## src/rtl/scs_pkg.sv

```systemverilog
`timescale 1ns / 1ps
`default_nettype none
// ----------------------------------------------------------------------------
// scs_pkg
// Shared types, character codes and the segment table for the serial
// command seven-segment scanner.
// ----------------------------------------------------------------------------
package scs_pkg;

  localparam logic [7:0] CH_LF = 8'h0A;
  localparam logic [7:0] CH_CR = 8'h0D;
  localparam logic [7:0] CH_0  = 8'h30;
  localparam logic [7:0] CH_9  = 8'h39;
  localparam logic [7:0] CH_A  = 8'h41;
  localparam logic [7:0] CH_C  = 8'h43;
  localparam logic [7:0] CH_K  = 8'h4B;
  localparam logic [7:0] CH_N  = 8'h4E;
  localparam logic [7:0] CH_O  = 8'h4F;

  localparam logic [3:0] CODE_BLANK = 4'd10;

  // result kinds carried on out_tuser
  localparam logic KIND_DISPLAY = 1'b0;
  localparam logic KIND_REPLY   = 1'b1;

  // command sequencer status toward the top-level control
  typedef struct packed {
    logic done;
    logic ok;
  } cmd_status_t;

  // active-low segment patterns, codes 10..15 are blank
  function automatic logic [7:0] seg_lut(input logic [3:0] code);
    logic [7:0] s;
    unique case (code)
      4'd0:    s = 8'b11000000;
      4'd1:    s = 8'b11111001;
      4'd2:    s = 8'b10100100;
      4'd3:    s = 8'b10110000;
      4'd4:    s = 8'b10011001;
      4'd5:    s = 8'b10010010;
      4'd6:    s = 8'b10000010;
      4'd7:    s = 8'b11111000;
      4'd8:    s = 8'b10000000;
      4'd9:    s = 8'b10011000;
      default: s = 8'b11111111;
    endcase
    return s;
  endfunction

  // reply string O, K, CR, LF
  function automatic logic [7:0] reply_char(input logic [1:0] k);
    logic [7:0] c;
    unique case (k)
      2'd0:    c = CH_O;
      2'd1:    c = CH_K;
      2'd2:    c = CH_CR;
      default: c = CH_LF;
    endcase
    return c;
  endfunction

endpackage
`default_nettype wire

```

## src/rtl/scs_digit_store.sv

```systemverilog
`timescale 1ns / 1ps
`default_nettype none
// ----------------------------------------------------------------------------
// scs_digit_store
// Display digit registers, scan position and segment decode.
// ----------------------------------------------------------------------------
module scs_digit_store #(
  parameter int DIGIT_COUNT = 8,
  localparam int DIG_IW = (DIGIT_COUNT > 1) ? $clog2(DIGIT_COUNT) : 1
) (
  input  wire logic              clk,
  input  wire logic              rst_n,
  input  wire logic              blank_all,
  input  wire logic              wr_en,
  input  wire logic [DIG_IW-1:0] wr_idx,
  input  wire logic [3:0]        wr_code,
  input  wire logic              scan_adv,
  output logic [7:0]             segments,
  output logic [7:0]             digit_select
);

  logic [3:0]        digit_r [DIGIT_COUNT];
  logic [DIG_IW-1:0] pos_r;
  logic [DIG_IW-1:0] pos_nxt;

  always_comb begin
    if (pos_r == DIG_IW'(DIGIT_COUNT - 1)) begin
      pos_nxt = '0;
    end else begin
      pos_nxt = pos_r + 1'b1;
    end
  end

  always_ff @(posedge clk) begin
    if (!rst_n) begin
      for (int i = 0; i < DIGIT_COUNT; i++) begin
        digit_r[i] <= 4'(i);
      end
      pos_r <= '0;
    end else begin
      if (blank_all) begin
        for (int i = 0; i < DIGIT_COUNT; i++) begin
          digit_r[i] <= scs_pkg::CODE_BLANK;
        end
      end else if (wr_en) begin
        digit_r[wr_idx] <= wr_code;
      end
      if (scan_adv) begin
        pos_r <= pos_nxt;
      end
    end
  end

  assign segments     = scs_pkg::seg_lut(digit_r[pos_r]);
  assign digit_select = 8'(1) << pos_r;

`ifndef SYNTHESIS
  a_pos_range: assert property (@(posedge clk) disable iff (!rst_n)
    pos_r <= DIG_IW'(DIGIT_COUNT - 1))
    else $error("scan position out of range");
`endif

endmodule
`default_nettype wire

```

## src/rtl/scs_cmd_seq.sv

```systemverilog
`timescale 1ns / 1ps
`default_nettype none
// ----------------------------------------------------------------------------
// scs_cmd_seq
// Command buffer and the sequencer that decodes a finished line. One byte
// compare unit walks the buffer: forward to find the last CR, then backward
// to copy digits into the display.
// ----------------------------------------------------------------------------
module scs_cmd_seq #(
  parameter int DIGIT_COUNT  = 8,
  parameter int BUFFER_DEPTH = 12,
  localparam int FW     = $clog2(BUFFER_DEPTH + 1),
  localparam int IW     = $clog2(BUFFER_DEPTH),
  localparam int DIG_IW = (DIGIT_COUNT > 1) ? $clog2(DIGIT_COUNT) : 1,
  localparam int DW     = $clog2(DIGIT_COUNT + 1)
) (
  input  wire logic              clk,
  input  wire logic              rst_n,
  input  wire logic              wr_en,
  input  wire logic [7:0]        wr_byte,
  input  wire logic              start,
  output scs_pkg::cmd_status_t   status,
  output logic                   dig_blank,
  output logic                   dig_we,
  output logic [DIG_IW-1:0]      dig_idx,
  output logic [3:0]             dig_code
);

  localparam logic [1:0] C_IDLE = 2'd0;
  localparam logic [1:0] C_DEC  = 2'd1;
  localparam logic [1:0] C_SEEK = 2'd2;
  localparam logic [1:0] C_LOAD = 2'd3;

  logic [1:0]    st_r, st_nxt;
  logic [7:0]    cbuf_r [BUFFER_DEPTH];
  logic [FW-1:0] fill_r;
  logic [FW-1:0] idx_r;
  logic [FW-1:0] end_r;
  logic [FW-1:0] ptr_r;
  logic [DW-1:0] d_r;

  // shared compare unit
  logic [FW-1:0] rd_idx;
  logic [7:0]    rd_byte;
  logic [7:0]    cmd_byte;
  logic          is_cr, is_n, is_dig;
  logic          has_cmd;
  logic          load_go;

  assign rd_idx   = (st_r == C_SEEK) ? idx_r : ptr_r;
  assign rd_byte  = cbuf_r[rd_idx[IW-1:0]];
  assign cmd_byte = cbuf_r[0];
  assign is_cr    = (rd_byte == scs_pkg::CH_CR);
  assign is_n     = (rd_byte == scs_pkg::CH_N);
  assign is_dig   = (rd_byte >= scs_pkg::CH_0) && (rd_byte <= scs_pkg::CH_9);
  assign has_cmd  = (fill_r != '0);
  assign load_go  = (ptr_r != '0) && (d_r < DW'(DIGIT_COUNT)) && !is_n;

  assign dig_idx  = d_r[DIG_IW-1:0];
  assign dig_code = is_dig ? 4'(rd_byte - scs_pkg::CH_0) : scs_pkg::CODE_BLANK;

  always_comb begin
    st_nxt    = st_r;
    status    = '0;
    dig_blank = 1'b0;
    dig_we    = 1'b0;
    unique case (st_r)
      C_IDLE: begin
        if (start) st_nxt = C_DEC;
      end
      C_DEC: begin
        if (has_cmd && cmd_byte == scs_pkg::CH_N) begin
          dig_blank = 1'b1;
          st_nxt    = C_SEEK;
        end else begin
          status.done = 1'b1;
          status.ok   = has_cmd && (cmd_byte == scs_pkg::CH_C ||
                                    cmd_byte == scs_pkg::CH_A);
          dig_blank   = has_cmd && (cmd_byte == scs_pkg::CH_C);
          st_nxt      = C_IDLE;
        end
      end
      C_SEEK: begin
        if (idx_r >= fill_r) st_nxt = C_LOAD;
      end
      C_LOAD: begin
        if (load_go) begin
          dig_we = 1'b1;
        end else begin
          status.done = 1'b1;
          status.ok   = 1'b1;
          st_nxt      = C_IDLE;
        end
      end
      default: st_nxt = C_IDLE;
    endcase
  end

  always_ff @(posedge clk) begin
    if (!rst_n) begin
      st_r   <= C_IDLE;
      fill_r <= '0;
    end else begin
      st_r <= st_nxt;
      if (status.done) begin
        fill_r <= '0;
      end else if (st_r == C_IDLE && wr_en && fill_r < FW'(BUFFER_DEPTH)) begin
        fill_r <= fill_r + 1'b1;
      end
    end
  end

  // payload: buffer contents and walk pointers
  always_ff @(posedge clk) begin
    if (st_r == C_IDLE && wr_en && fill_r < FW'(BUFFER_DEPTH)) begin
      cbuf_r[fill_r[IW-1:0]] <= wr_byte;
    end
    unique case (st_r)
      C_DEC: begin
        idx_r <= FW'(1);
        end_r <= fill_r;
      end
      C_SEEK: begin
        if (idx_r < fill_r) begin
          if (is_cr) end_r <= idx_r;
          idx_r <= idx_r + 1'b1;
        end else begin
          ptr_r <= end_r - 1'b1;
          d_r   <= '0;
        end
      end
      C_LOAD: begin
        if (dig_we) begin
          ptr_r <= ptr_r - 1'b1;
          d_r   <= d_r + 1'b1;
        end
      end
      default: ;
    endcase
  end

`ifndef SYNTHESIS
  a_fill_max: assert property (@(posedge clk) disable iff (!rst_n)
    fill_r <= FW'(BUFFER_DEPTH))
    else $error("command buffer fill exceeds depth");
  a_done_clears: assert property (@(posedge clk) disable iff (!rst_n)
    status.done |=> fill_r == '0 && st_r == C_IDLE)
    else $error("buffer not cleared after command");
`endif

endmodule
`default_nettype wire

```

## src/rtl/serial_command_seven_segment_scanner_top.sv

```systemverilog
`timescale 1ns / 1ps
`default_nettype none
// ----------------------------------------------------------------------------
// serial_command_seven_segment_scanner_top
// Serial command decoder driving a multiplexed seven-segment display.
// ----------------------------------------------------------------------------
// A request with in_tuser = 0 is a received serial byte; bytes are buffered
// until LF, which runs the command ('N' load digits, 'C' clear, 'A' ping)
// and returns O, K, CR, LF as four reply results (out_tuser = 1). A request
// with in_tuser = 1 is a scan tick and returns one display result with the
// segment pattern and one-hot select of the current scan digit, then advances
// the scan position. An LF keeps the input blocked while one byte compare
// unit walks the buffer and until the reply bytes have been loaded into the
// output register, which waits for out_tready.
// A pending result in the output register does not block the next request.
// ----------------------------------------------------------------------------
module serial_command_seven_segment_scanner_top #(
  parameter int DIGIT_COUNT  = 8,
  parameter int BUFFER_DEPTH = 12
) (
  input  wire logic        clk,
  input  wire logic        rst_n,
  input  wire logic        in_tvalid,
  output logic             in_tready,
  input  wire logic [7:0]  in_tdata,   // [7:0] rx_byte
  input  wire logic        in_tuser,   // [0] mode
  output logic             out_tvalid,
  input  wire logic        out_tready,
  output logic [23:0]      out_tdata,  // [7:0] segments, [15:8] digit_select, [23:16] tx_byte
  output logic             out_tuser,  // [0] kind
  output logic             out_tlast
);

  localparam int DIG_IW = (DIGIT_COUNT > 1) ? $clog2(DIGIT_COUNT) : 1;

  localparam logic [1:0] S_IDLE  = 2'd0;
  localparam logic [1:0] S_TICK  = 2'd1;
  localparam logic [1:0] S_CMD   = 2'd2;
  localparam logic [1:0] S_REPLY = 2'd3;

  logic [1:0]  state_r, state_nxt;
  logic [1:0]  k_r;
  logic        out_valid_r;
  logic [23:0] out_data_r;
  logic        out_kind_r;
  logic        out_last_r;

  logic        in_acc;
  logic        slot_free;
  logic        load_tick;
  logic        load_reply;
  logic        cmd_start;
  logic        cmd_wr;

  scs_pkg::cmd_status_t cmd_st;
  logic              dig_blank;
  logic              dig_we;
  logic [DIG_IW-1:0] dig_idx;
  logic [3:0]        dig_code;
  logic [7:0]        seg;
  logic [7:0]        sel;

  assign in_tready  = (state_r == S_IDLE);
  assign in_acc     = in_tvalid && in_tready;
  assign slot_free  = !out_valid_r || out_tready;
  assign load_tick  = (state_r == S_TICK) && slot_free;
  assign load_reply = (state_r == S_REPLY) && slot_free;
  assign cmd_start  = in_acc && !in_tuser && (in_tdata == scs_pkg::CH_LF);
  assign cmd_wr     = in_acc && !in_tuser && (in_tdata != scs_pkg::CH_LF);

  scs_cmd_seq #(
    .DIGIT_COUNT  (DIGIT_COUNT),
    .BUFFER_DEPTH (BUFFER_DEPTH)
  ) u_cmd (
    .clk       (clk),
    .rst_n     (rst_n),
    .wr_en     (cmd_wr),
    .wr_byte   (in_tdata),
    .start     (cmd_start),
    .status    (cmd_st),
    .dig_blank (dig_blank),
    .dig_we    (dig_we),
    .dig_idx   (dig_idx),
    .dig_code  (dig_code)
  );

  scs_digit_store #(
    .DIGIT_COUNT (DIGIT_COUNT)
  ) u_digits (
    .clk          (clk),
    .rst_n        (rst_n),
    .blank_all    (dig_blank),
    .wr_en        (dig_we),
    .wr_idx       (dig_idx),
    .wr_code      (dig_code),
    .scan_adv     (load_tick),
    .segments     (seg),
    .digit_select (sel)
  );

  always_comb begin
    state_nxt = state_r;
    unique case (state_r)
      S_IDLE: begin
        if (in_acc && in_tuser) state_nxt = S_TICK;
        else if (cmd_start)     state_nxt = S_CMD;
      end
      S_TICK: begin
        if (slot_free) state_nxt = S_IDLE;
      end
      S_CMD: begin
        if (cmd_st.done) state_nxt = cmd_st.ok ? S_REPLY : S_IDLE;
      end
      S_REPLY: begin
        if (slot_free && k_r == 2'd3) state_nxt = S_IDLE;
      end
      default: state_nxt = S_IDLE;
    endcase
  end

  always_ff @(posedge clk) begin
    if (!rst_n) begin
      state_r     <= S_IDLE;
      k_r         <= '0;
      out_valid_r <= 1'b0;
    end else begin
      state_r <= state_nxt;
      if (state_r == S_CMD) begin
        k_r <= '0;
      end else if (load_reply) begin
        k_r <= k_r + 1'b1;
      end
      if (load_tick || load_reply) begin
        out_valid_r <= 1'b1;
      end else if (out_tready) begin
        out_valid_r <= 1'b0;
      end
    end
  end

  always_ff @(posedge clk) begin
    if (load_tick) begin
      out_data_r <= {8'h00, sel, seg};
      out_kind_r <= scs_pkg::KIND_DISPLAY;
      out_last_r <= 1'b1;
    end else if (load_reply) begin
      out_data_r <= {scs_pkg::reply_char(k_r), 16'h0000};
      out_kind_r <= scs_pkg::KIND_REPLY;
      out_last_r <= (k_r == 2'd3);
    end
  end

  assign out_tvalid = out_valid_r;
  assign out_tdata  = out_data_r;
  assign out_tuser  = out_kind_r;
  assign out_tlast  = out_last_r;

`ifndef SYNTHESIS
  a_done_in_cmd: assert property (@(posedge clk) disable iff (!rst_n)
    cmd_st.done |-> state_r == S_CMD)
    else $error("command finished outside command state");
  a_reply_last_lf: assert property (@(posedge clk) disable iff (!rst_n)
    out_tvalid && out_tuser && out_tlast |-> out_tdata[23:16] == scs_pkg::CH_LF)
    else $error("last reply byte is not LF");
  a_display_onehot: assert property (@(posedge clk) disable iff (!rst_n)
    out_tvalid && !out_tuser |-> $onehot(out_tdata[15:8]) && out_tlast)
    else $error("display result malformed");
`endif

endmodule
`default_nettype wire
```

## config.mk

```make
export PLATFORM = sky130hd
export DESIGN_NAME = serial_command_seven_segment_scanner_top
export DESIGN_NICKNAME = d
export VERILOG_FILES = /design/src/rtl/scs_pkg.sv /design/src/rtl/scs_digit_store.sv /design/src/rtl/scs_cmd_seq.sv /design/src/rtl/serial_command_seven_segment_scanner_top.sv
export SDC_FILE = /design/constraint.sdc
export NUM_CORES = 1
export LEC_CHECK = 0
export ABC_CLOCK_PERIOD_IN_PS = 3700
export BUFFER_PORTS_ARGS = -buffer_cell sky130_fd_sc_hd__buf_2
export CAP_MARGIN = 10
export CORE_ASPECT_RATIO = 1.1
export CORE_MARGIN = 2
export CORE_UTILIZATION = 35
export CTS_CLUSTER_DIAMETER = 40
export DETAILED_ROUTE_END_ITERATION = 6
export GPL_ROUTABILITY_DRIVEN = 0
export HOLD_SLACK_MARGIN = 0.12
export PLACE_DENSITY = 0.46
export SLEW_MARGIN = 20
export SYNTH_ARGS = -nofsm -noshare
export SYNTH_HDL_FRONTEND = slang
export SYNTH_SLANG_ARGS = --single-unit
```

## constraint.sdc

```tcl
create_clock -name clk -period 3.7 [get_ports clk]
set_clock_uncertainty 0.2 [all_clocks]
set_input_delay 0.185 -clock clk [delete_from_list [all_inputs] [get_ports clk]]
set_output_delay 0.185 -clock clk [all_outputs]
set_load 0.01 [all_outputs]
```

==> impl_metrics.tcl, run 1 <==
set metrics [dict create \
    status "completed" \
    synth_top_family_by_area "compound AO/OA/AOI/OAI gates" \
    reg2reg_to "u_digits.digit_r[4][3]" \
    hold_viol_final 0 \
    grt_overflow_total 0 \
    grt_use_met1_pct 20.86 \
    dr.first_iter.drc_count 471 \
    synth.distinct_cells 71 \
    antenna_found_initial 0 \
    max_freq_mhz 282.4 \
    clockBufferDepth 2 \
    clkSinkCount 183 \
    grt_pass1_wl_um 34220 \
    drv_slew 0 \
    setup_viol 0 \
    period_share_pct 95.72 \
    syn_to_final_growth_pct 16.77 \
    total_power_mw 4.392 \
    diodes 0 \
    syn_area_um2 8924 \
    busiest_layer "met2" \
    synth_xor_area_share_pct 0.7852 \
    synth_compound_area_share_pct 11.86 \
    dieArea_um2 26790 \
    synth_cells 697 \
    grt_max_degree 24 \
    final_layout_size_suffix_gt1_share_pct 19.16 \
    ctsRootBufferMaster "clkbuf_16" \
    yosysWarnings 0 \
    initial_core_util_pct 35.43 \
    most-common-layout-cells "160 x edfxtp_1, 51 x mux2i_1, 50 x nand2_1, 44 x buf_4, 37 x buf_2" \
    worstSetupPathType "reg2reg" \
    totalWireLength_um 21960 \
    insertion_delay_ps 430 \
    hold_class "reg2reg" \
    drc_errors 0 \
    startpoint_type "flop" \
    cts_buffers 17 \
    place_area_um2 9671 \
    whs_ps 256.6 \
    post-dp-hpwl_um 16120 \
    grt_pass1_vias 5951 \
    hold_depth 2 \
    synthArstFlopShare_pct 0 \
    grt_use_met3_pct 2.419 \
    relSlewSlack_pct 49.20 \
    dieHeight_um 171.5 \
    crit_required_ps 3690 \
    num_rows 61 \
    min_from "out_tdata[22]" \
    ant_nets 0 \
    ir_drop_mv 0.2730 \
    synth-seq-cells 183 \
    synth.avg_cell_area_um2 12.80 \
    yosysTopAreaCell "edfxtp_1" \
    die_w_um 156.2 \
    cts_tree "yes" \
    nets 816 \
    clk_pin_slew_ps 70 \
    reg2reg_depth 11 \
    regToRegSetupSlack_ps 160 \
    cap_viol_max_count 0 \
    core_area_um2 25190 \
    power_density_nw_per_um2 421.5 \
    cp.arrival_ps 3530 \
    drt_pre_antenna_iters 5 \
    vias_per_cell 5.280 \
    leakage_nw 3.917 \
    vias 5824 \
    post-cts-setup-buffer-count 0 \
    boundaryPins 41 \
    grt_use_met2_pct 30.05 \
    synth_ff_type "edfxtp_1" \
    crit_path_end_kind "flop" \
    synth.area.mux_share_pct 9.408 \
    htreeDepth 4 \
    yosysSeqAreaShare_pct 59.00 \
    period_needed_ps 3542 \
    grt_usage_pct 17.11 \
    stdcell_area_um2 10420 \
    grt_setup_unrepaired "false" \
    worstMarginPinSlew_ps 740.7 \
    wire_per_inst_um 19.91 \
    synth_fa_ha_area_share_pct 3.926 \
    port_buffers 37 \
    synth-simple-area-share_pct 11.01 \
    final_common_cell "edfxtp_1" \
    whs_endpoint "out_tdata[22]" \
    synth-edff-count 160 \
    synth_area_leaders "edfxtp_1 54%, mux2i_1 5.8%, dfxtp_1 5.2%" \
    synth_top_area_share_pct 53.84 \
    path_max_fanout 23 \
]
==> metrics by stage <==
step | setup WS, ps | instances | setup TNS (ps) | utilization (%)
2_1_floorplan | 254.0 | 699 | 0 | -
3_3_place_gp | 31.14 | 1057 | 0 | 38.40
3_5_place_dp | -114.6 | 1057 | -958.8 | 38.40
4_1_cts | 15.21 | 1103 | 0 | 41.28
5_1_grt | 4.132 | 1103 | 0 | 41.37
6_report | 158.3 | 1103 | 0 | 41.37
==> registers in the layout (all words and copies together) (netlist names), named ones only <==
signal,flops
k_r,2
out_tdata,21
out_tlast,1
out_tvalid,1
state_r,2
u_cmd.cbuf_r,96
u_cmd.d_r,4
u_cmd.end_r,4
u_cmd.fill_r,4
u_cmd.idx_r,4
u_cmd.ptr_r,4
u_cmd.st_r,1
u_digits.digit_r,32
u_digits.pos_r,3
==> metal layers <==
metal / routed length (um) / share of wire, %
met5: 0 / 0
met4: 695 / 3.2
met3: 606 / 2.8
met2: 11010 / 50
met1: 9653 / 44
==> power by group <==
group,internal [mW],total (mW),switching (mW)
sequential,2.29,2.32,0.0307
clock,1.00,1.82,0.813
combinational,0.0996,0.249,0.150
==> how the worst max path moves through the flow <==
stage | startpoint | endpoint | slack [ps] | cells after the start
finish | flop | u_digits.digit_r[4][3] | 160 | 11
global route | flop | u_digits.digit_r[1][0] | 4 | 11
CTS | flop | u_digits.digit_r[4][3] | 20 | 10
detailed placement | flop | u_cmd.ptr_r[3] | -110 | 9
global placement | u_cmd.st_r[0] | u_cmd.ptr_r[0] | 30 | 10
floorplan | u_cmd.idx_r[0] | u_cmd.end_r[0] | 250 | 9
==> layout make-up <==
class	instances	area (um^2)
clock buffer	19	432.9
clock inverter	13	145.1
fill	2340	14770
inverter	31	116.4
multi-input combinational	443	3339
sequential	183	5265
tap	315	394.1
timing repair buffer	99	726.9
==> synthesized netlist by cell type, types with 3 or more instances <==
| master | n |
|---|---|
| a211oi_1 | 19 |
| and2_1 | 6 |
| nand2b_1 | 13 |
| buf_6 | 6 |
| buf_2 | 6 |
| o21ai_0 | 19 |
| a221oi_1 | 3 |
| o31a_1 | 3 |
| mux2_2 | 6 |
| or3_1 | 4 |
| and3_1 | 25 |
| xnor2_1 | 5 |
| a21oi_1 | 30 |
| a31oi_1 | 11 |
| ha_1 | 28 |
| nor4_1 | 3 |
| clkbuf_1 | 21 |
| buf_4 | 7 |
| nand3_1 | 10 |
| nor3_1 | 15 |
| o31ai_1 | 14 |
| mux2i_1 | 52 |
| mux4_2 | 10 |
| a21o_1 | 5 |
| nor2_1 | 28 |
| o21ai_1 | 9 |
| nand2_1 | 50 |
| inv_1 | 31 |
| o32ai_1 | 3 |
| edfxtp_1 | 160 |
| nor2b_1 | 14 |
| xor2_1 | 3 |
| dfxtp_1 | 23 |
| nor3b_1 | 3 |
| nor4bb_1 | 3 |
| o21a_1 | 6 |
==> cells by family (layout without fill, tap and decap cells) <==
family | after synthesis | count (layout)
other | 1 | 3
AOI/OAI and AO/OA | 149 | 149
muxes | 69 | 69
and+or+nand+nor | 186 | 186
xor gates and xnor gates | 8 | 8
buffers and inverters | 73 | 162
DFF | 183 | 183
adders and majority gates | 28 | 28
==> worst max-delay path: stages, from the launching register on <==
cell	delay, ps
dfxtp_1	440
nand2b_1	140
buf_12	180
a21oi_4	210
buf_4	270
mux2_2	360
o21a_1	200
a21oi_1	120
or4b_4	530
buf_4	170
o2111a_1	280
a21o_1	190
==> what timing repair did <==
item | CTS | global route
endpoints found under the setup margin | 36 | 51
endpoints found under the hold margin | 114 | 0
pin swaps | 0 | 0
hold buffers | 14 | 0
gates resized for setup | 2 | 6
No activity file was read; power rests on OpenSTA's default activity.
==> run 2, diff against run 1 <==
Settings changed: ABC_AREA from default to 1, GPL_TIMING_DRIVEN from default to 0.
==> run 2 against run 1 <==
Against the previous run: power rose by 5.8%; worst setup slack improved by 69 ps; clock power rose by 2%; die area fell by 3.0%; final area fell by 3.9%; sequential power rose by 2%; fmax rose by 2.0%; sequential cell count did not move; register-to-register slack improved by 70 ps; critical path type unchanged; critical endpoint is now state_r[0]; largest cell class unchanged; highest routed layer unchanged.
==> impl_metrics.tcl, run 2 <==
set metrics [dict create \
    final_common_cell "edfxtp_1" \
    nets 974 \
    vias 6011 \
    setup_tns_ps 0 \
    yosysSeqAreaShare_pct 60.89 \
    endpoint "state_r[0]" \
    grt_max_degree 19 \
    relSlewSlack_pct 32.02 \
    wire_per_inst_um 17.06 \
    drc_errors 0 \
    boundaryPins 41 \
    vias_per_cell 4.786 \
    reg2reg_to "state_r[0]" \
    grt_overflow_total 0 \
    period_needed_ps 3473 \
    cts_buffers 17 \
    dr.first_iter.drc_count 358 \
    initial_core_util_pct 35.44 \
    insertion_delay_ps 450 \
    grt_usage_pct 17.20 \
    setup_viol 0 \
    synth-seq-cells 183 \
    synth.avg_cell_area_um2 10.05 \
    clk_pin_slew_ps 70 \
    syn_area_um2 8647 \
    path_max_fanout 9 \
    yosysWarnings 0 \
    final_layout_size_suffix_gt1_share_pct 12.26 \
    synth_most_common_cell "edfxtp_1" \
    hold_depth 5 \
    port_buffers 37 \
    htreeDepth 4 \
    yosysTopAreaCell "edfxtp_1" \
    reg2reg_depth 21 \
    startpoint_type "flop" \
    crit_path_end_kind "flop" \
    synth_ff_type "edfxtp_1" \
    clkSinkCount 183 \
    synth_cells 860 \
    post-dp-hpwl_um 15180 \
    core_area_um2 24400 \
    diodes 0 \
    critPathSlowestCell "dlygate4sd3_1" \
    status "completed" \
    syn_to_final_growth_pct 15.80 \
    synth_area_leaders "edfxtp_1 56%, nand2_1 6.9%, nand3_1 5.4%" \
    cp.arrival_ps 3610 \
    whs_ps 197.0 \
    dieHeight_um 168.9 \
    period_share_pct 93.86 \
    totalWireLength_um 21430 \
    synthArstFlopShare_pct 0 \
    power_density_nw_per_um2 464.0 \
    ant_nets 0 \
    worstSetupPathType "reg2reg" \
    num_rows 60 \
    synth.distinct_cells 49 \
    clockBufferDepth 2 \
    path_cells "buf_4 > inv_2 > nor2_4 > buf_4 > o21ai_2 > inv_2 > nand3_1 > nand2_1 > nand2_1 > nand2_1 > nand2_1 > nor2_1 > nand2_1 > nand2_1 > nand2_1 > nand2_1 > nand2_1 > nand3_1 > nand2_1 > dlygate4sd3_1 > inv_1" \
    largest_register_ffs 96 \
    cp_common_cell "nand2_1" \
    antenna_found_initial 0 \
    synth-edff-count 160 \
    cap_viol_max_count 0 \
    total_power_mw 4.646 \
    worstMarginPinSlew_ps 1016 \
    regToRegSetupSlack_ps 230 \
    max_stage_delay_ps 550 \
    synth_top_area_share_pct 55.56 \
    drt_pre_antenna_iters 5 \
    crit_required_ps 3840 \
    dieArea_um2 25980 \
    grt_pass1_wl_um 33580 \
    die_w_um 153.9 \
    ir_drop_mv 0.3077 \
    max_freq_mhz 287.9 \
    most-common-layout-cells "160 x edfxtp_1, 158 x nand2_1, 115 x inv_1, 93 x nand3_1, 91 x nor2_1" \
    leakage_nw 4.018 \
    hold_viol_final 0 \
    nFillCells 2387 \
    synthTopCellsByCount "160 x edfxtp_1, 158 x nand2_1, 116 x inv_1" \
    grt_pass1_vias 5889 \
    drv_slew 0 \
    ctsRootBufferMaster "clkbuf_16" \
    cts_tree "yes" \
    hold_class "in2reg" \
]
-- run 2: power by group --
group          internal, mW  total [mW]  switching, mW
sequential             2.32        2.37         0.0430
combinational         0.150       0.414          0.265
clock                 0.984        1.86          0.881
-- run 2: metrics by stage --
stage,utilization [%],instance area [um^2],instances,setup slack (ps)
2_1_floorplan,-,8655,862,972.6
3_3_place_gp,37.82,9228,1209,128.1
3_5_place_dp,37.83,9230,1209,131.2
4_1_cts,40.90,9978,1255,79.11
5_1_grt,41.04,10010,1256,-3.678
6_report,41.04,10010,1256,227.0
-- run 2: timing repair --
item | CTS | global route
hold buffers | 14 | 0
setup buffers | 0 | 1
gates resized for setup | 0 | 6
hold endpoints to repair | 110 | 0
endpoints found under the setup margin | 0 | 9
-- run 2: per-layer routing --
metal | GRT usage, % | part of all wire [%] | wire [um] | vias up
met1 | 20.62 | 44 | 9332 | 2851
met5 | 0 | 0 | 0 | -
met4 | 5.039 | 1.4 | 294 | 0
li1 | - | - | - | 3054
met2 | 31.67 | 53 | 11280 | 89
met3 | 2.970 | 2.4 | 524 | 17
-- run 2: final cells by class --
cell class / instances / area [um^2] / area share, %
inverters: 121 / 455.4 / 4.548
flip-flops and latches: 183 / 5266 / 52.59
multi-input cells: 531 / 2776 / 27.73
repair buffers: 52 / 332.8 / 3.324
plain buffers: 27 / 186.4 / 1.862
clock buffers: 21 / 483.0 / 4.823
well taps: 310 / 387.9 / 3.874
clock inverters: 11 / 125.1 / 1.250
-- run 2: worst min path at each step --
stage,start,slack [ps],endpoint
CTS,in_tvalid,170,u_cmd.fill_r[1]
global placement,out_tdata[16],260,out_tdata[16]
finish,in_tvalid,200,u_cmd.fill_r[1]
detailed placement,out_tdata[16],260,out_tdata[16]
global route,in_tvalid,220,u_cmd.fill_r[1]
floorplan,in_tdata[0],80,u_cmd.cbuf_r[0][0]
-- run 2: critical path, delay by kind of cell (launching register included) --
| kind | cells | cell delay [ps] |
|---|---|---|
| compound gates | 1 | 450 |
| buf+inv | 6 | 1200 |
| flops | 1 | 310 |
| simple gates | 14 | 1230 |
-- run 2: cell families (layout without fill, tap and decap cells) --
kind of cell | count (synthesis) | after routing | synth area share, %
AOI/OAI and AO/OA | 116 | 116 | 7.785
xor gates and xnor gates | 4 | 4 | 0.4052
adders and majority gates | 28 | 28 | 4.052
buffers and inverters | 148 | 232 | 7.379
DFF | 183 | 183 | 60.89
muxes | 2 | 2 | 0.2315
other | 1 | 3 | 0.04337
and+or+nand+nor | 378 | 378 | 19.22
